==> config.mk <==
export PLATFORM = sky130hd
export DESIGN_NAME = dnd_pos_unit
export DESIGN_NICKNAME = d
export VERILOG_FILES = /design/src/rtl/dnd_pkg.sv /design/src/rtl/dnd_pos_unit.sv
export SDC_FILE = /design/constraint.sdc
export NUM_CORES = 1
export LEC_CHECK = 0
export CORE_MARGIN = 2
export CORE_UTILIZATION = 24
export DETAILED_ROUTE_END_ITERATION = 10
export DONT_BUFFER_PORTS = 1
export PLACE_DENSITY = 0.5
export SYNTH_ARGS = -nofsm -noshare
export SYNTH_HDL_FRONTEND = slang
export SYNTH_SLANG_ARGS = --single-unit
==> constraint.sdc <==
create_clock -name vclk -period 2.21
set_clock_uncertainty 0.1 [all_clocks]
set_input_delay 0.221 -clock vclk [all_inputs]
set_output_delay 0.221 -clock vclk [all_outputs]
set_load 0.05 [all_outputs]
==> src/rtl/dnd_pkg.sv <==
// ----------------------------------------------------------------------------
// dnd_pkg: shared types and constants of the DNS name decompressor
// Sizes of the message store, the name limit, beat layouts and result codes.
// ----------------------------------------------------------------------------
package dnd_pkg;

  // message store
  localparam int MSG_DEPTH = 2048;
  localparam int ADDR_W    = $clog2(MSG_DEPTH);
  // position can run a label past the last byte, and must hold MSG_DEPTH
  localparam int POS_W     = ADDR_W + 1;

  // name length limit and counters
  localparam int NAME_MAX  = 64;
  localparam int CNT_W     = 7;
  localparam int IDX_W     = 7;
  localparam int JUMP_W    = 4;
  localparam int PTR_W     = 14;
  localparam int LEN_W     = 6;

  // beat layouts
  localparam int IN_TDATA_W  = 24;
  localparam int OUT_TDATA_W = 24;

  localparam logic [7:0]        DOT_CHAR   = 8'h2e;
  localparam logic [JUMP_W-1:0] JUMPS_RST  = JUMP_W'(8);

  typedef enum logic {
    OP_LOAD   = 1'b0,
    OP_DECODE = 1'b1
  } op_e;

  typedef enum logic [1:0] {
    ST_OK       = 2'd0,
    ST_TOO_MANY = 2'd1,
    ST_TOO_LONG = 2'd2,
    ST_BAD_REF  = 2'd3
  } status_e;

  // message store access for one cycle
  typedef struct packed {
    logic              we;
    logic [ADDR_W-1:0] waddr;
    logic [7:0]        wdata;
    logic              re;
    logic [ADDR_W-1:0] raddr;
  } ram_req_t;

  // shared position adder result
  typedef struct packed {
    logic [POS_W-1:0] sum;
    logic             oob;
  } pos_res_t;

endpackage

==> src/rtl/dnd_pos_unit.sv <==
// ----------------------------------------------------------------------------
// dnd_pos_unit: shared position adder
// Forms the byte address of every read and checks it against the loaded top.
// ----------------------------------------------------------------------------
module dnd_pos_unit (
  input  logic [dnd_pkg::POS_W-1:0] pos_i,
  input  logic [dnd_pkg::IDX_W-1:0] idx_i,
  input  logic [dnd_pkg::POS_W-1:0] top_i,
  output dnd_pkg::pos_res_t         res_o
);
  import dnd_pkg::*;

  // base plus offset, then bound check
  always_comb begin
    res_o.sum = pos_i + POS_W'(idx_i);
    res_o.oob = (res_o.sum >= top_i);
  end

endmodule

==> implementation parameters, run 1 <==
Parameter                              Value

Logic synthesis
  Cell area after synthesis    647 µm²
  Most common cell in the netlist    ha_1
  Most common library cells after synthesis    19 x ha_1, 16 x inv_1, 8 x xnor2_1
  Post-synthesis cell count    84
  Yosys warning count    0
  Top cells by area, synth    ha_1 37%, xnor2_1 11%, inv_1 9.3%
  Synth top area share    36.8%
  Fraction of the mapped netlist area in adder cells    between 30% and 40%
  Post-synthesis share of cell area spent on and, or, nand and nor gates    10.8%
  Area fraction in compound gates after synthesis    26.5%
  Cell accounting for the most synthesized area    ha_1
  Mux contribution to synthesized area    0%
  Nets in the synthesized netlist    around 140
  Combinational family with the most area after synthesis    adder cells
  Count of distinct cell types in the synthesized netlist    24
  Sequential-to-total area share from yosys stat    0%
  Avg Cell Area, Syn    7.70 µm²
  Fraction of synthesized cell area in xor and xnor cells    13.5%

Finish
  Number of antenna repair diodes    0
  CLK BUF    0
  Sequential cell area    0 µm²
  Nets    approximately 180
  Final Cell Area    roughly 1200 µm²
  Synth-to-Final Area Change    89.7%
  Number of flip-flops and latches    0
  Share of post-route cells with drive strength above 1    a little under three fifths

Power
  P_int    248 µW
  Reg power frac    0%
  Switching fraction of total power    55.1%
  Power density relative to cell area    450 nW/µm²
  Static leakage power    0.603 nW
  Comb power frac    100.0%
  IR drop worst, VDD    342 µV
  Net switching power figure    roughly 300 µW
  Clock network fraction of design power    0%

Timing
  Setup Viol. Count Final    1
  Setup repair after global routing missed its margin    true
  Count of final hold-check violations    0
  Crit share post-route    120%
  Highest achievable clock rate    between 0.3 and 0.4 GHz
  Total negative slack for setup checks    -442 ps
  Crit path setup slack, layout    -442 ps
  Count of final max-slew check failures    0
  Worst slew margin relative to its limit    82.3%
  Worst-margin pin slew    263 ps
  Minimum clock period after layout    about 2700 ps
  Hold slack    582 ps

Routing
  Drc violations    0
  DRC violation total after the first TritonRoute iteration    5
  Pre-antenna DRT Iters    4
  Antenna viol nets, final    0
  Routed WL    1.93 mm
  Detail-routed via count per cell    ~4.7
  Total number of vias    around 700
  Routed wire length per instance    12.6 µm

Worst hold path
  Hold-critical path depth    2
  Worst hold-check path type    input pin to output pin

Placement
  Final HPWL from detailed placement    between 1.5 and 2 mm
  Port buffer count    0
  Weighted congestion at the end of routability-driven global placement    0.718
  DP Worst Slack    -530 ps
  Instance area after placement    1100 µm²

Floorplanning
  Placement row count    18
  Number of top-level pins    44
  Starting density of the core    25.6%
  Die Y-Extent    55.9 µm
  Placeable core region    between 2000 and 3000 µm²
  Area of the die    3130 µm²
  Die X    ~56 µm

CTS
  CTS hold repair buffers    0

Global routing
  Vias in the first global route    roughly 760
  Global-route usage over all layers    between 10% and 20%
  First-pass GRT wire length    3.22 mm
  Number of antenna violations at the first check in global routing    0
  Leftover overflow at the end of global routing    0
  Pin count of the biggest net entering global routing    5

Critical path
  Kind of capture point of the worst setup path    output pin
  Required time worst endpoint    approximately 1900 ps
  Critical path start-end classification    input pin to output pin
  Crit-path max FO    3
  CP arrival    2330 ps
  Type of element launching the critical path    input pin

Job
  Maximum capacitance violations    0

Outcome
  Status    finished with violations
  Violated checks    negative setup slack
## layout by cell type, fill, tap and decap left out
master	Yosys	layout
a21oi_4	0	2
nor2b_1	1	1
ha_4	0	7
buf_12	0	1
nand2_1	5	5
a21oi_1	7	5
nor3_2	0	1
a211oi_1	1	1
xor2_2	0	2
inv_1	16	16
o211ai_1	3	3
ha_1	19	12
o211ai_4	0	1
and3_1	1	1
nor2_1	1	1
a21o_1	3	3
xnor2_2	0	5
o221ai_2	1	1
or2_2	1	1
nand4_1	3	3
o21ai_2	0	1
buf_4	0	38
o21ai_4	0	1
fa_2	0	1
a21oi_2	2	2
xnor2_1	8	1
a211oi_2	1	1
nand3_1	1	1
xnor2_4	0	2
a31oi_2	0	1
o21ai_0	2	2
## path summary, 6_finish.rpt
check,start,endpoint,slack (ps)
max,pos_i[0],res_o[0],-440
min,pos_i[7],res_o[8],580
## timing repair
action,in CTS,in global routing
resized for setup,7,4
endpoints found under the setup margin,1,1
setup buffers,3,1
pin swaps,13,4
## through the flow
stage                     total power [mW]  std cells  utilization [%]
after floorplan                      0.346         84                -
after global placement               0.505        149             43.6
after detailed placement             0.513        149             43.6
after CTS                            0.537        152             47.2
after global routing                 0.599        153             48.7
final                                0.552        153             48.7
## per-layer routing
layer,track usage (%),vias to the layer above,wire length [µm],part of all wire (%)
li1,-,376,-,-
met1,15.0,313,774,40
met2,23.1,25,1050,54
met3,1.63,0,104,5.4
met4,0,0,0,0
met5,0,-,0,0
## area by class of cell
class / instances / area, µm²
Timing Repair Buffer: 39 / 305
Fill cell: 260 / 1290
Tap cell: 30 / 37.5
Multi-Input combinational cell: 68 / 825
Inverter: 16 / 60.1
## power groups by stage
stage               clock [mW]  combinational (mW)  sequential (mW)
global route                 0               0.599                0
floorplan                    0               0.346                0
finish                       0               0.552                0
CTS                          0               0.537                0
global placement             0               0.505                0
detailed placement           0               0.513                0
## cell families after synthesis
| group | after synthesis |
|---|---|
| xor+xnor | 10 |
| fa+ha+maj | 20 |
| compound gates | 24 |
| buf+inv | 16 |
| simple gates | 14 |
## critical path, cell delays in order
cell      delay (ps)
ha_4             140
fa_2             370
a21oi_4          160
o221ai_2         130
o211ai_1         170
buf_4            160
xnor2_4           70
ha_4             160
a21o_1           180
a21o_1           180
a21oi_2          170
o21ai_4           80
buf_12           150
(Power assumes the default switching activity.)
==> run 2, diff against run 1 <==
Settings changed: CELL_PAD_IN_SITES_DETAIL_PLACEMENT set to 0, CELL_PAD_IN_SITES_GLOBAL_PLACEMENT set to 1, PLACE_DENSITY 0.5 to 0.64.
==> implementation parameters, run 2 (synthesis results as in run 1) <==
Parameter                              Value

Finish
  Synth-to-Final Area Change    87.4%
  CLK BUF    0 (unchanged)
  Number of antenna repair diodes    0 (unchanged)
  Most common library cell in the layout ignoring fill and taps    buf_4
  Area of the multi-input gates    822 µm² (-0.30%)
  Commonest non-fill, non-tap cells in the layout    36 x buf_4, 16 x inv_1, 13 x ha_1, 6 x ha_4
  Nets    175 (-0.57%)
  Sequential cell area    0 µm² (unchanged)
  Fill cell count    266 (+2.3%)
  Share of post-route cells with drive strength above 1    55.7% (+0.45 points)
  Final Cell Area    1210 µm² (-1.2%)
  Number of flip-flops and latches    0 (unchanged)

Floorplanning
  Starting density of the core    25.6% (unchanged)
  Placeable core region    2520 µm² (unchanged)
  Placement row count    18 (unchanged)
  Area of the die    3130 µm² (unchanged)
  Die X    55.9 µm (unchanged)
  Number of top-level pins    44 (unchanged)
  Die Y-Extent    55.9 µm (unchanged)

Critical path
  Required time worst endpoint    1890 ps (about the same)
  CP arrival    2300 ps (-30 ps)
  Cells traversed along the worst timing path    ha_4 -> fa_2 -> a21oi_4 -> o221ai_4 -> buf_4 -> xor2_2 -> ha_1 -> nand2_1 -> nor3_2 -> a21oi_2 -> o21ai_4
  Kind of capture point of the worst setup path    output pin
  Type of element launching the critical path    input pin
  Buffering stage count on the worst path with inverters included    1 (-1)
  Master of the slowest instance on the critical path    fa_2
  Crit-path max FO    3 (unchanged)
  Critical path start-end classification    input pin to output pin
  Family of cells with the greatest summed delay on the critical path    adder cells
  Critical Path Max Stage Delay    360 ps (about the same)

Placement
  Port buffer count    0 (unchanged)
  Weighted congestion at the end of routability-driven global placement    0.754 (+5.0%)
  DP Worst Slack    -512 ps (+17.5 ps)
  Final HPWL from detailed placement    1.66 mm (+1.6%)
  Instance area after placement    1080 µm² (-1.8%)

Routing
  Detail-routed via count per cell    4.74 (+1.6%)
  DRC violation total after the first TritonRoute iteration    1 (-4)
  Routed WL    1.84 mm (-4.6%)
  Routed wire length per instance    12.1 µm (-3.9%)
  Antenna viol nets, final    0 (unchanged)
  Total number of vias    721 (+0.98%)
  Drc violations    0 (unchanged)
  Pre-antenna DRT Iters    2 (-2)

Power
  Power density relative to cell area    446 nW/µm² (-0.84%)
  Static leakage power    0.598 nW (-0.82%)
  Total power draw    541 µW (-2.1%)
  IR drop worst, VDD    223 µV (-35%)

Timing
  Highest achievable clock rate    0.381 GHz (+1.1%)
  Minimum clock period after layout    2620 ps (-28.5 ps)
  Count of final hold-check violations    0 (unchanged)
  Crit share post-route    119% (-1.3 points)
  Count of final max-slew check failures    0 (unchanged)
  Total negative slack for setup checks    -414 ps (+28.5 ps)
  Crit path setup slack, layout    -414 ps (+28.5 ps)
  Worst-margin pin slew    377 ps (+114 ps)
  Setup repair after global routing missed its margin    true
  Setup Viol. Count Final    1 (unchanged)
  Worst slew margin relative to its limit    74.8% (-7.6 points)

Worst hold path
  HP Start    pos_i[7]
  Worst hold-check path type    input pin to output pin
  Hold-critical path depth    2 (unchanged)
  Worst-case hold path end point    res_o[8]

Global routing
  Leftover overflow at the end of global routing    0 (unchanged)
  Vias in the first global route    751 (-1.6%)
  First-pass GRT wire length    3.07 mm (-4.5%)
  Number of antenna violations at the first check in global routing    0 (unchanged)
  Pin count of the biggest net entering global routing    5 (unchanged)
  Global-route usage over all layers    11.7% (-0.31 points)

Job
  Maximum capacitance violations    0 (unchanged)

Outcome
  Violated checks    negative setup slack
  Status    finished with violations
-- run 2: changes by cell type in the layout (fill, tap and decap cells not counted), moves of 2 or more --
| cell | before | now |
|---|---|---|
| a21oi_1 | 5 | 3 |
| a21oi_2 | 2 | 5 |
| buf_6 | 0 | 2 |
| buf_4 | 38 | 36 |
-- run 2: through the flow --
step | hold slack [ps] | std cells | util [%]
floorplan | 474 | 84 | -
global placement | 580 | 148 | 42.8
detailed placement | 581 | 148 | 42.8
CTS | 584 | 152 | 47.3
global route | 586 | 152 | 48.1
finish | 582 | 152 | 48.1
-- run 2: how the worst max path moves through the flow --
stage	cells past startpoint	endpoint	slack [ps]	from
after CTS	10	res_o[0]	-420	pos_i[0]
after detailed placement	10	res_o[0]	-510	pos_i[1]
final	11	res_o[0]	-410	pos_i[0]
after global routing	10	res_o[0]	-520	pos_i[1]
after floorplan	11	res_o[0]	-650	pos_i[0]
after global placement	10	res_o[0]	-470	pos_i[1]
-- run 2: layout make-up --
| type | instances | share of cell area [%] |
|---|---|---|
| well taps | 30 | 3.10 |
| inverters | 16 | 4.95 |
| multi-input cells | 68 | 67.8 |
| repair buffers | 38 | 24.1 |
-- run 2: routing by layer --
| metal | vias up | track usage (%) | wire [µm] |
|---|---|---|---|
| li1 | 370 | - | - |
| met1 | 333 | 13.2 | 741 |
| met2 | 18 | 24.8 | 1020 |
| met3 | 0 | 0.698 | 74 |
| met4 | 0 | 0 | 0 |
| met5 | - | 0 | 0 |
-- run 2: where the power goes --
group / switching, mW / internal [mW]
sequential: 0 / 0
combinational: 0.304 / 0.237
clock: 0 / 0
total: 0.304 / 0.237
-- run 2: timing repair --
action | in CTS | in global routing
setup endpoints to repair | 2 | 3
gates resized for setup | 11 | 5
setup buffers | 4 | 0
hold buffers | 0 | 0
pin swaps | 17 | 4
