===== src/rtl/dnd_pkg.sv =====
// ----------------------------------------------------------------------------
// dnd_pkg: shared types and constants of the DNS name decompressor
// Sizes of the message store, the name limit, beat layouts and result codes.
// ----------------------------------------------------------------------------
package dnd_pkg;

  // message store
  localparam int MSG_DEPTH = 2048;
  localparam int ADDR_W    = $clog2(MSG_DEPTH);
  // position can run a label past the last byte, and must hold MSG_DEPTH
  localparam int POS_W     = ADDR_W + 1;

  // name length limit and counters
  localparam int NAME_MAX  = 64;
  localparam int CNT_W     = 7;
  localparam int IDX_W     = 7;
  localparam int JUMP_W    = 4;
  localparam int PTR_W     = 14;
  localparam int LEN_W     = 6;

  // beat layouts
  localparam int IN_TDATA_W  = 24;
  localparam int OUT_TDATA_W = 24;

  localparam logic [7:0]        DOT_CHAR   = 8'h2e;
  localparam logic [JUMP_W-1:0] JUMPS_RST  = JUMP_W'(8);

  typedef enum logic {
    OP_LOAD   = 1'b0,
    OP_DECODE = 1'b1
  } op_e;

  typedef enum logic [1:0] {
    ST_OK       = 2'd0,
    ST_TOO_MANY = 2'd1,
    ST_TOO_LONG = 2'd2,
    ST_BAD_REF  = 2'd3
  } status_e;

  // message store access for one cycle
  typedef struct packed {
    logic              we;
    logic [ADDR_W-1:0] waddr;
    logic [7:0]        wdata;
    logic              re;
    logic [ADDR_W-1:0] raddr;
  } ram_req_t;

  // shared position adder result
  typedef struct packed {
    logic [POS_W-1:0] sum;
    logic             oob;
  } pos_res_t;

endpackage


===== src/rtl/dnd_walker.sv =====
// ----------------------------------------------------------------------------
// dnd_walker: label and pointer sequencer
// Takes load and decode beats, walks labels and pointers one byte a step
// through the shared adder, and drives the result register.
// ----------------------------------------------------------------------------
module dnd_walker (
  input  logic                            clk_i,
  input  logic                            rst_ni,
  // config
  input  logic                            cfg_we_i,
  input  logic [dnd_pkg::JUMP_W-1:0]      cfg_wdata_i,
  // input beat
  input  logic                            in_valid_i,
  output logic                            in_ready_o,
  input  logic                            in_op_i,
  input  logic [dnd_pkg::ADDR_W-1:0]      in_addr_i,
  input  logic [7:0]                      in_byte_i,
  // message store
  output dnd_pkg::ram_req_t               ram_req_o,
  input  logic [7:0]                      ram_rdata_i,
  // shared adder
  output logic [dnd_pkg::POS_W-1:0]       pos_o,
  output logic [dnd_pkg::IDX_W-1:0]       idx_o,
  output logic [dnd_pkg::POS_W-1:0]       top_o,
  input  dnd_pkg::pos_res_t               pos_res_i,
  // result beat
  output logic                            out_valid_o,
  input  logic                            out_ready_i,
  output logic [7:0]                      out_char_o,
  output logic                            out_cv_o,
  output logic [1:0]                      out_status_o,
  output logic [dnd_pkg::CNT_W-1:0]       out_cons_o,
  output logic                            out_last_o
);
  import dnd_pkg::*;

  typedef enum logic [3:0] {
    S_IDLE,
    S_LEN,
    S_LEN_W,
    S_PTR,
    S_PTR_W,
    S_DOT,
    S_CHR,
    S_CHR_W,
    S_FIN
  } state_e;

  state_e            state_q, state_d;
  logic [POS_W-1:0]  pos_q, pos_d;
  logic [IDX_W-1:0]  idx_q, idx_d;
  logic [LEN_W-1:0]  len_q, len_d;
  logic [LEN_W-1:0]  hi_q, hi_d;
  logic [JUMP_W-1:0] jumps_q, jumps_d;
  logic [CNT_W-1:0]  outcnt_q, outcnt_d;
  logic [CNT_W-1:0]  cons_q, cons_d;
  logic              jumped_q, jumped_d;
  status_e           st_q, st_d;
  logic [POS_W-1:0]  top_q, top_d;
  logic [JUMP_W-1:0] max_jumps_q, max_jumps_d;
  logic              out_valid_q, out_valid_d;
  logic [7:0]        out_char_q, out_char_d;
  logic              out_cv_q, out_cv_d;
  logic [1:0]        out_st_q, out_st_d;
  logic [CNT_W-1:0]  out_cons_q, out_cons_d;
  logic              out_last_q, out_last_d;

  logic              slot_free;
  logic [CNT_W-1:0]  cons_inc1;
  logic [CNT_W-1:0]  cons_inc2;
  logic              name_full;
  logic [PTR_W-1:0]  ptr_off;
  logic [JUMP_W:0]   jumps_inc;
  logic [POS_W-1:0]  load_top;

  assign in_ready_o   = (state_q == S_IDLE);
  assign pos_o        = pos_q;
  assign idx_o        = idx_q;
  assign top_o        = top_q;
  assign out_valid_o  = out_valid_q;
  assign out_char_o   = out_char_q;
  assign out_cv_o     = out_cv_q;
  assign out_status_o = out_st_q;
  assign out_cons_o   = out_cons_q;
  assign out_last_o   = out_last_q;

  // helpers
  assign slot_free = !out_valid_q || out_ready_i;
  assign cons_inc1 = jumped_q ? cons_q : cons_q + CNT_W'(1);
  assign cons_inc2 = jumped_q ? cons_q : cons_q + CNT_W'(2);
  // this emit brings the count to NAME_MAX - 1
  assign name_full = ({1'b0, outcnt_q} + (CNT_W+1)'(2)) >= (CNT_W+1)'(NAME_MAX);
  assign ptr_off   = {hi_q, ram_rdata_i};
  assign jumps_inc = {1'b0, jumps_q} + (JUMP_W+1)'(1);
  assign load_top  = {1'b0, in_addr_i} + POS_W'(1);

  // sequencer next state
  always_comb begin
    state_d     = state_q;
    pos_d       = pos_q;
    idx_d       = idx_q;
    len_d       = len_q;
    hi_d        = hi_q;
    jumps_d     = jumps_q;
    outcnt_d    = outcnt_q;
    cons_d      = cons_q;
    jumped_d    = jumped_q;
    st_d        = st_q;
    top_d       = top_q;
    max_jumps_d = cfg_we_i ? cfg_wdata_i : max_jumps_q;
    out_valid_d = out_ready_i ? 1'b0 : out_valid_q;
    out_char_d  = out_char_q;
    out_cv_d    = out_cv_q;
    out_st_d    = out_st_q;
    out_cons_d  = out_cons_q;
    out_last_d  = out_last_q;

    ram_req_o       = '0;
    ram_req_o.waddr = in_addr_i;
    ram_req_o.wdata = in_byte_i;
    ram_req_o.raddr = pos_res_i.sum[ADDR_W-1:0];

    unique case (state_q)
      S_IDLE: begin
        if (in_valid_i) begin
          if (op_e'(in_op_i) == OP_DECODE) begin
            pos_d    = {1'b0, in_addr_i};
            idx_d    = '0;
            jumps_d  = '0;
            outcnt_d = '0;
            cons_d   = '0;
            jumped_d = 1'b0;
            state_d  = S_LEN;
          end else begin
            ram_req_o.we = 1'b1;
            if (load_top > top_q) begin
              top_d = load_top;
            end
          end
        end
      end
      // read the length or pointer byte
      S_LEN: begin
        if (pos_res_i.oob) begin
          st_d    = ST_BAD_REF;
          state_d = S_FIN;
        end else begin
          ram_req_o.re = 1'b1;
          state_d      = S_LEN_W;
        end
      end
      S_LEN_W: begin
        len_d = ram_rdata_i[LEN_W-1:0];
        hi_d  = ram_rdata_i[LEN_W-1:0];
        idx_d = IDX_W'(1);
        if (ram_rdata_i[7:6] != 2'b00) begin
          state_d = S_PTR;
        end else if (ram_rdata_i == 8'h00) begin
          cons_d  = cons_inc1;
          st_d    = ST_OK;
          state_d = S_FIN;
        end else if (outcnt_q != '0) begin
          state_d = S_DOT;
        end else begin
          cons_d  = cons_inc1;
          state_d = S_CHR;
        end
      end
      // second pointer byte
      S_PTR: begin
        if (pos_res_i.oob) begin
          st_d    = ST_BAD_REF;
          state_d = S_FIN;
        end else begin
          ram_req_o.re = 1'b1;
          state_d      = S_PTR_W;
        end
      end
      S_PTR_W: begin
        cons_d   = cons_inc2;
        jumped_d = 1'b1;
        if (ptr_off == '0 || ptr_off >= PTR_W'(top_q)) begin
          st_d    = ST_BAD_REF;
          state_d = S_FIN;
        end else begin
          jumps_d = jumps_inc[JUMP_W-1:0];
          if (jumps_inc >= {1'b0, max_jumps_q}) begin
            st_d    = ST_TOO_MANY;
            state_d = S_FIN;
          end else begin
            pos_d   = ptr_off[POS_W-1:0];
            idx_d   = '0;
            state_d = S_LEN;
          end
        end
      end
      // dot between labels
      S_DOT: begin
        if (slot_free) begin
          out_valid_d = 1'b1;
          out_char_d  = DOT_CHAR;
          out_cv_d    = 1'b1;
          out_st_d    = ST_OK;
          out_cons_d  = '0;
          out_last_d  = 1'b0;
          outcnt_d    = outcnt_q + CNT_W'(1);
          if (name_full) begin
            st_d    = ST_TOO_LONG;
            state_d = S_FIN;
          end else begin
            cons_d  = cons_inc1;
            state_d = S_CHR;
          end
        end
      end
      // label characters, idx runs 1..len
      S_CHR: begin
        if (idx_q > IDX_W'(len_q)) begin
          pos_d   = pos_res_i.sum;
          idx_d   = '0;
          state_d = S_LEN;
        end else if (pos_res_i.oob) begin
          st_d    = ST_BAD_REF;
          state_d = S_FIN;
        end else begin
          ram_req_o.re = 1'b1;
          state_d      = S_CHR_W;
        end
      end
      S_CHR_W: begin
        if (slot_free) begin
          out_valid_d = 1'b1;
          out_char_d  = ram_rdata_i;
          out_cv_d    = 1'b1;
          out_st_d    = ST_OK;
          out_cons_d  = '0;
          out_last_d  = 1'b0;
          outcnt_d    = outcnt_q + CNT_W'(1);
          if (name_full) begin
            st_d    = ST_TOO_LONG;
            state_d = S_FIN;
          end else begin
            cons_d  = cons_inc1;
            idx_d   = idx_q + IDX_W'(1);
            state_d = S_CHR;
          end
        end
      end
      // status beat
      S_FIN: begin
        if (slot_free) begin
          out_valid_d = 1'b1;
          out_char_d  = 8'h00;
          out_cv_d    = 1'b0;
          out_st_d    = st_q;
          out_cons_d  = cons_q;
          out_last_d  = 1'b1;
          state_d     = S_IDLE;
        end
      end
      default: begin
        state_d = S_IDLE;
      end
    endcase
  end

  // state and result register
  always_ff @(posedge clk_i or negedge rst_ni) begin
    if (!rst_ni) begin
      state_q     <= S_IDLE;
      pos_q       <= '0;
      idx_q       <= '0;
      len_q       <= '0;
      hi_q        <= '0;
      jumps_q     <= '0;
      outcnt_q    <= '0;
      cons_q      <= '0;
      jumped_q    <= 1'b0;
      st_q        <= ST_OK;
      top_q       <= '0;
      max_jumps_q <= JUMPS_RST;
      out_valid_q <= 1'b0;
      out_char_q  <= '0;
      out_cv_q    <= 1'b0;
      out_st_q    <= '0;
      out_cons_q  <= '0;
      out_last_q  <= 1'b0;
    end else begin
      state_q     <= state_d;
      pos_q       <= pos_d;
      idx_q       <= idx_d;
      len_q       <= len_d;
      hi_q        <= hi_d;
      jumps_q     <= jumps_d;
      outcnt_q    <= outcnt_d;
      cons_q      <= cons_d;
      jumped_q    <= jumped_d;
      st_q        <= st_d;
      top_q       <= top_d;
      max_jumps_q <= max_jumps_d;
      out_valid_q <= out_valid_d;
      out_char_q  <= out_char_d;
      out_cv_q    <= out_cv_d;
      out_st_q    <= out_st_d;
      out_cons_q  <= out_cons_d;
      out_last_q  <= out_last_d;
    end
  end

endmodule


===== config.mk =====
export PLATFORM = sky130hd
export DESIGN_NAME = dnd_walker
export DESIGN_NICKNAME = d
export VERILOG_FILES = /design/src/rtl/dnd_pkg.sv /design/src/rtl/dnd_walker.sv
export SDC_FILE = /design/constraint.sdc
export NUM_CORES = 1
export LEC_CHECK = 0
export BUFFER_PORTS_ARGS = -buffer_cell sky130_fd_sc_hd__buf_2
export CAP_MARGIN = 20
export CORE_ASPECT_RATIO = 2
export CORE_MARGIN = 2
export CORE_UTILIZATION = 50
export DETAILED_ROUTE_END_ITERATION = 6
export PLACE_DENSITY_LB_ADDON = 0.15
export SYNTH_ARGS = -nofsm -noshare
export SYNTH_HDL_FRONTEND = slang
export SYNTH_SLANG_ARGS = --single-unit

===== constraint.sdc =====
create_clock -name clk_i -period 3.6 [get_ports clk_i]
set_input_delay 0.18 -clock clk_i [delete_from_list [all_inputs] [get_ports clk_i]]
set_output_delay 0.18 -clock clk_i [all_outputs]
set_load 0.1 [all_outputs]

==> flow_metrics.tcl, run 1 <==
set metrics [dict create \
    period_share_pct 83.9 \
    drtIter0Drc 227 \
    grt_pass1_wl_mm 21.8 \
    critPathMaxStageDelay_ps 490 \
    dieArea_sq_mm 0.0118 \
    dr.pass1.iters 5 \
    setup_tns_ps 0 \
    critical_path_class "reg -> out" \
    fmax_ghz 0.331 \
    syn_inst 583 \
    htreeDepth 3 \
    fp.dieW_um 77.8 \
    yosys_register_bits 86 \
    start_util_pct 50.7 \
    ys_seq_area_share_pct 39.5 \
    min_path_cells 3 \
    ctsHoldBuffers 1 \
    utilization_pct 59.3 \
    via_count 4700 \
    synth_area_leaders "dfrtp_1, ha_1, mux2_2, nand2_1, buf_4" \
    drv_slew 0 \
    path_delay_family "compound AO/OA/AOI/OAI gates" \
    worstPathCellList "ha_1 > a21o_1 > a211o_1 > o22ai_1 > nand2_1 > or2_2 > o41ai_2 > buf_2" \
    clk_latency_ps 340 \
    coreArea_sq_mm 0.0107 \
    layout-drive-gt1-share_pct 27.7 \
    path_clk_slew_ps 60 \
    power.total_w 0.00612 \
    syn_nets 675 \
    drc 0 \
    synth_cell_type_count 60 \
    fin_area_sq_mm 0.00637 \
    cts_buffers 9 \
    synth_edf_count 0 \
    io_buffers 117 \
    peakVddDrop_mv 0.716 \
    min_from "cfg_wdata_i[3]" \
    area_delta_synth_final_pct 17.0 \
    regToRegSetupSlack_ps 720 \
    r2r_end "cons_q[4]" \
    placed_area_sq_mm 0.00603 \
    path_max_fanout 8 \
    cts_tree "yes" \
    end_kind "output pin" \
    avgSynthCellArea_sq_um 9.34 \
    total_leakage_power_nw 3.13 \
    yosys-top-cells-count "dfrtp_1, nand2_1, ha_1" \
    grt.overflow.total 0 \
    skew_ps 7.37 \
    rsz0062_at_grt "false" \
    min_path_type "in -> reg" \
    ys_async_sr_fraction_pct 100 \
    synth-main-ff-cell "dfrtp_1" \
    io_pins 134 \
    worst_pin_slew_ps 856 \
    cp.buffers_inverters 1 \
    cap_viol_max_count 0 \
    grt_pass1_vias 4278 \
    synthesis.area_sq_mm 0.00545 \
    timing.final.crit_period_ps 3020 \
    layout_setup_ws_ps 579 \
    final_nets 766 \
    final_hold_viol_count 0 \
    drt-vias-per-instance 5.74 \
    avgRoutedWirePerCell_um 16.7 \
    finalSetupViolCount 0 \
    netlist.area_leader.share_pct 39.1 \
    ff2ff_path_depth 7 \
    track_usage_pct 23.5 \
    clock_path_buffers 2 \
    die_y_um 152 \
    cp_slowest_cell "buf_2" \
    outcome "completed" \
    ctsResizeCount 0 \
    yosys_warnings 0 \
    cts_sinks 86 \
    ant_nets 0 \
    cts_setup_buffers 0 \
    power_density_mw_per_mm2 961 \
    place_ws_ps 143 \
    dp_hpwl_mm 10.2 \
    grt_max_degree 69 \
    diodes 0 \
    antenna_found_initial 0 \
    arrival_ps 2840 \
    fill_cells 959 \
    cts_root_buf "clkbuf_16" \
    yosysTopAreaCell "dfrtp_1" \
    hold_end "max_jumps_q[3]" \
    max-slew-margin-rel_pct 42.9 \
    row_count 54 \
    r2r_start "state_q[0]" \
    yosysMostFrequentCell "dfrtp_1" \
    required_ps 3420 \
    drt-total-wl_mm 13.6 \
    place_congestion 0.842 \
    start_kind "flop" \
]
[per-stage QoR]
| step | std cells | hold WS [ps] |
|---|---|---|
| global route | 819 | 47.0 |
| finish | 819 | 41.9 |
| detailed placement | 801 | 348 |
| CTS | 818 | 30.5 |
| floorplan | 583 | -116 |
| global placement | 801 | 350 |
[state kept, by name (all words and copies together) (netlist names)]
| register | count |
|---|---|
| idx_o | 7 |
| state_q | 4 |
| st_q | 2 |
| out_valid_o | 1 |
| outcnt_q | 7 |
| out_char_o | 8 |
| out_cv_o | 1 |
| out_status_o | 2 |
| jumps_q | 4 |
| hi_q | 6 |
| out_cons_o | 7 |
| cons_q | 7 |
| top_o | 12 |
| jumped_q | 1 |
| max_jumps_q | 4 |
| pos_o | 12 |
| out_last_o | 1 |
[worst max path at each step]
stage / slack, ps / startpoint / end / cells after the start
5_1_grt: 480 / idx_o[4] / ram_req_o[11] / 8
3_3_place_gp: 200 / in_addr_i[0] / top_o[7] / 12
6_report: 580 / idx_o[4] / ram_req_o[11] / 8
4_1_cts: 490 / in_addr_i[0] / top_o[9] / 12
2_1_floorplan: 210 / state_q[0] / top_o[10] / 6
3_5_place_dp: 140 / in_addr_i[0] / top_o[9] / 12
[kinds of logic (layout without fill, tap and decap cells)]
logic type / count (synthesis) / in the layout / share of synthesized area [%]
XOR/XNOR: 16 / 16 / 2.57
multiplexers: 32 / 32 / 6.52
AO/OA/AOI/OAI: 135 / 135 / 16.8
adder cells (fa/ha/maj): 42 / 42 / 9.65
AND/OR/NAND/NOR: 192 / 192 / 17.2
buffers and inverters: 80 / 176 / 7.72
flip-flops: 86 / 86 / 39.5
[report_power, final]
group	total, W	switching (W)	internal [W]
combinational	0.00359	0.00267	0.000914
clock	0.00102	0.000403	0.000615
sequential	0.00152	0.000259	0.00126
total	0.00612	0.00334	0.00279
[layout by cell type (no fill, tap or decap), drive strengths merged, types with 3 or more instances in the layout]
cell    netlist  routed
a21oi        28      28
o31ai        11      11
xnor2         7       7
mux2         28      28
xor2          9       9
dfrtp        85      85
mux2i         4       4
a221o         8       8
o41ai         3       3
a22o         12      12
nand3        18      18
nand4         8       8
clkbuf       19       9
nand4b        3       3
and3          8       8
inv          29      32
buf          32     130
or3           7       7
nor4          5       5
nor3         11      11
a21o          7       7
nand2b        9       9
o21ai        40      40
nand2        69      69
nand3b        3       3
ha           42      42
o221ai        5       5
nor2         38      38
a31oi         5       5
[cell type report]
| type | instances | area [sq um] | share of cell area, % |
|---|---|---|---|
| clock buffer | 9 | 225 | 3.53 |
| clock inverter | 7 | 101 | 1.59 |
| inverter | 29 | 109 | 1.71 |
| multi-input combinational | 417 | 2910 | 45.7 |
| sequential | 86 | 2150 | 33.8 |
| tap | 140 | 175 | 2.75 |
| timing repair buffer | 131 | 696 | 10.9 |
[worst min-delay path, delay by kind of cell]
family	cells	cell delay, ps
AO/OA/AOI/OAI	1	60
buffers and inverters	1	80
AND/OR/NAND/NOR	1	30
[metal layers]
layer | wire (um) | vias to the layer above | global-route usage [%]
li1 | - | 2261 | -
met1 | 6110 | 2255 | 32.6
met2 | 6500 | 168 | 37.8
met3 | 815 | 16 | 4.09
met4 | 223 | 0 | 6.96
met5 | 0 | - | 0
No activity file was read; power rests on OpenSTA's default activity.
==> run 2: changes to the inputs <==
- ABC_AREA: unset -> 1
- clock period: 3.6 -> 3 ns (I/O delays scaled with it)
==> run 2 against run 1 <==
Net effect:
- clock skew rose by 4.1 ps
- first-iteration DRC count up 83%
- final area rose by 5.9%
- via count rose by 16%
- critical path depth is 7 higher
- setup slack lost 230 ps
- synthesized cell count is 36% higher
==> flow_metrics.tcl, run 2 <==
set metrics [dict create \
    outcome "completed" \
    total_leakage_power_nw 3.71 \
    clk_latency_ps 350 \
    ys_async_sr_fraction_pct 100 \
    syn_nets 884 \
    cap_viol_max_count 0 \
    drt-total-wl_mm 16.7 \
    dieArea_sq_mm 0.0128 \
    drc 0 \
    cts_sinks 86 \
    cts_tree "yes" \
    timing.final.crit_period_ps 2650 \
    clock_path_buffers 2 \
    fill_cells 1177 \
    yosysTopAreaCell "dfrtp_1" \
    regToRegSetupSlack_ps 350 \
    final_common_cell "nand2_1" \
    antenna_found_initial 0 \
    dp_hpwl_mm 13.3 \
    worst_pin_slew_ps 771 \
    cts_root_buf "clkbuf_16" \
    start_util_pct 51.0 \
    layout_setup_ws_ps 350 \
    max-slew-margin-rel_pct 48.6 \
    end_kind "flop" \
    required_ps 3240 \
    synth_edf_count 0 \
    drt-vias-per-instance 5.30 \
    row_count 56 \
    die_y_um 158 \
    yosysMostFrequentCell "nand2_1" \
    arrival_ps 2890 \
    fin_area_sq_mm 0.00675 \
    grt_pass1_vias 5353 \
    avgRoutedWirePerCell_um 16.2 \
    cp-endpoint "pos_o[1]" \
    r2r_end "pos_o[1]" \
    ff2ff_path_depth 15 \
    yosys-top-cells-count "nand2_1, inv_1, dfrtp_1" \
    via_count 5473 \
    grt_max_degree 60 \
    ant_nets 0 \
    setup_tns_ps 0 \
    track_usage_pct 27.3 \
    grt_pass1_wl_mm 26.3 \
    place_ws_ps 332 \
    start_kind "flop" \
    coreArea_sq_mm 0.0116 \
    skew_ps 11.4 \
    cts_buffers 9 \
    final_nets 974 \
    drv_slew 0 \
    period_share_pct 88.3 \
    layout-drive-gt1-share_pct 20.4 \
    power_density_mw_per_mm2 1050 \
    synth-main-ff-cell "dfrtp_1" \
    fp.dieW_um 81.0 \
    final_cell_mix "nand2_1, buf_2, inv_1" \
    grt.overflow.total 0 \
    r2r_start "jumps_q[0]" \
    avgSynthCellArea_sq_um 7.49 \
    yosys_register_bits 86 \
    path_max_fanout 12 \
    io_pins 134 \
    finalSetupViolCount 0 \
    fmax_ghz 0.377 \
    synthesis.area_sq_mm 0.00593 \
    io_buffers 117 \
    path_clk_slew_ps 70 \
    ctsResizeCount 0 \
    synth_cell_type_count 44 \
    final_hold_viol_count 0 \
    min_path_type "in -> reg" \
    htreeDepth 3 \
    ys_seq_area_share_pct 36.3 \
    drtIter0Drc 415 \
    place_congestion 0.892 \
    critical_path_class "reg -> reg" \
    area_delta_synth_final_pct 13.8 \
    peakVddDrop_mv 0.980 \
    yosys_warnings 0 \
    utilization_pct 58.0 \
    diodes 0 \
    netlist.area_leader.share_pct 35.9 \
    syn_inst 792 \
    dr.pass1.iters 6 \
    critPathLaunch "jumps_q[0]" \
    rsz0062_at_grt "false" \
    placed_area_sq_mm 0.00643 \
    hold_ws_ps 16.6 \
    synth_area_leaders "dfrtp_1, nand2_1, ha_1, inv_1, buf_4" \
]
run 2: cell types whose count changed in the layout (fill, tap and decap cells not counted), moves of 9 or more:
| cell | before | now |
|---|---|---|
| a22o_1 | 12 | 2 |
| inv_1 | 29 | 95 |
| inv_2 | 0 | 11 |
| mux2_2 | 28 | 1 |
| nand2_1 | 69 | 228 |
| nand2b_1 | 9 | 0 |
| nand3_1 | 18 | 34 |
| nand4_1 | 8 | 31 |
| nor2_1 | 37 | 58 |
| o211ai_1 | 2 | 11 |
| o21ai_1 | 0 | 17 |
run 2: kinds of logic after synthesis:
logic type      share of synthesized area, %
simple gates                            30.1
buf+inv                                 12.1
compound gates                          10.2
flops                                   36.3
fa+ha+maj                               8.86
xor+xnor                                2.22
mux                                    0.190
run 2: worst min path at each step:
stage / cells after the start / startpoint / end / slack [ps]
final: 3 / cfg_wdata_i[1] / max_jumps_q[1] / 20
after global routing: 3 / cfg_wdata_i[3] / max_jumps_q[3] / 50
after CTS: 3 / cfg_wdata_i[1] / max_jumps_q[1] / 10
after detailed placement: 1 / rst_ni / outcnt_q[3] / 290
after global placement: 1 / rst_ni / outcnt_q[5] / 270
after floorplan: 0 / rst_ni / cons_q[0] / -150
run 2: layout make-up:
class	count	area, sq um	share of cell area, %
Tap cell	145	181	2.69
Inverter	106	398	5.90
Sequential cell	86	2150	31.9
Clock inverter	6	71.3	1.06
Multi-Input combinational cell	554	3060	45.4
Timing Repair Buffer	125	653	9.68
Clock buffer	10	229	3.39
run 2: timing repair:
| action | 4_1_cts | 5_1_grt |
|---|---|---|
| hold buffers | 2 | 0 |
| setup buffers | 0 | 0 |
| hold endpoints to repair | 57 | 0 |
| endpoints found under the setup margin | 0 | 0 |
run 2: routing by layer:
metal | track usage [%] | part of all wire (%) | vias up
li1 | - | - | 2722
met5 | 0 | 0 | -
met1 | 27.4 | 35 | 2539
met3 | 3.71 | 4.3 | 40
met4 | 14.6 | 4.4 | 0
met2 | 52.1 | 57 | 172
run 2: worst max-delay path, stage by stage (launching register included):
cell and delay, ps:
dfrtp_1 440, ha_1 260, nand2_1 60, inv_1 50, nor2_1 160, ha_1 290, nand2_1 80, nand2_1 50
nand3_1 60, nand3_1 80, nor2_1 190, nand3_1 100, nand2_1 130, nand3_1 360, nand2_1 180, nand2_1 60
run 2: stage by stage:
stage	power [W]	cells
finish	0.00708	1032
global route	0.00753	1032
CTS	0.00712	1032
detailed placement	0.00596	1014
global placement	0.00590	1014
floorplan	0.00519	792
run 2: power breakdown:
group | internal [W] | total, W | switching (W) | leakage (nW)
Sequential | 0.00147 | 0.00172 | 0.000252 | 1.13
Combinational | 0.000854 | 0.00421 | 0.00336 | 2.44
Clock | 0.000653 | 0.00115 | 0.000495 | 0.145
Total | 0.00298 | 0.00708 | 0.00411 | 3.71
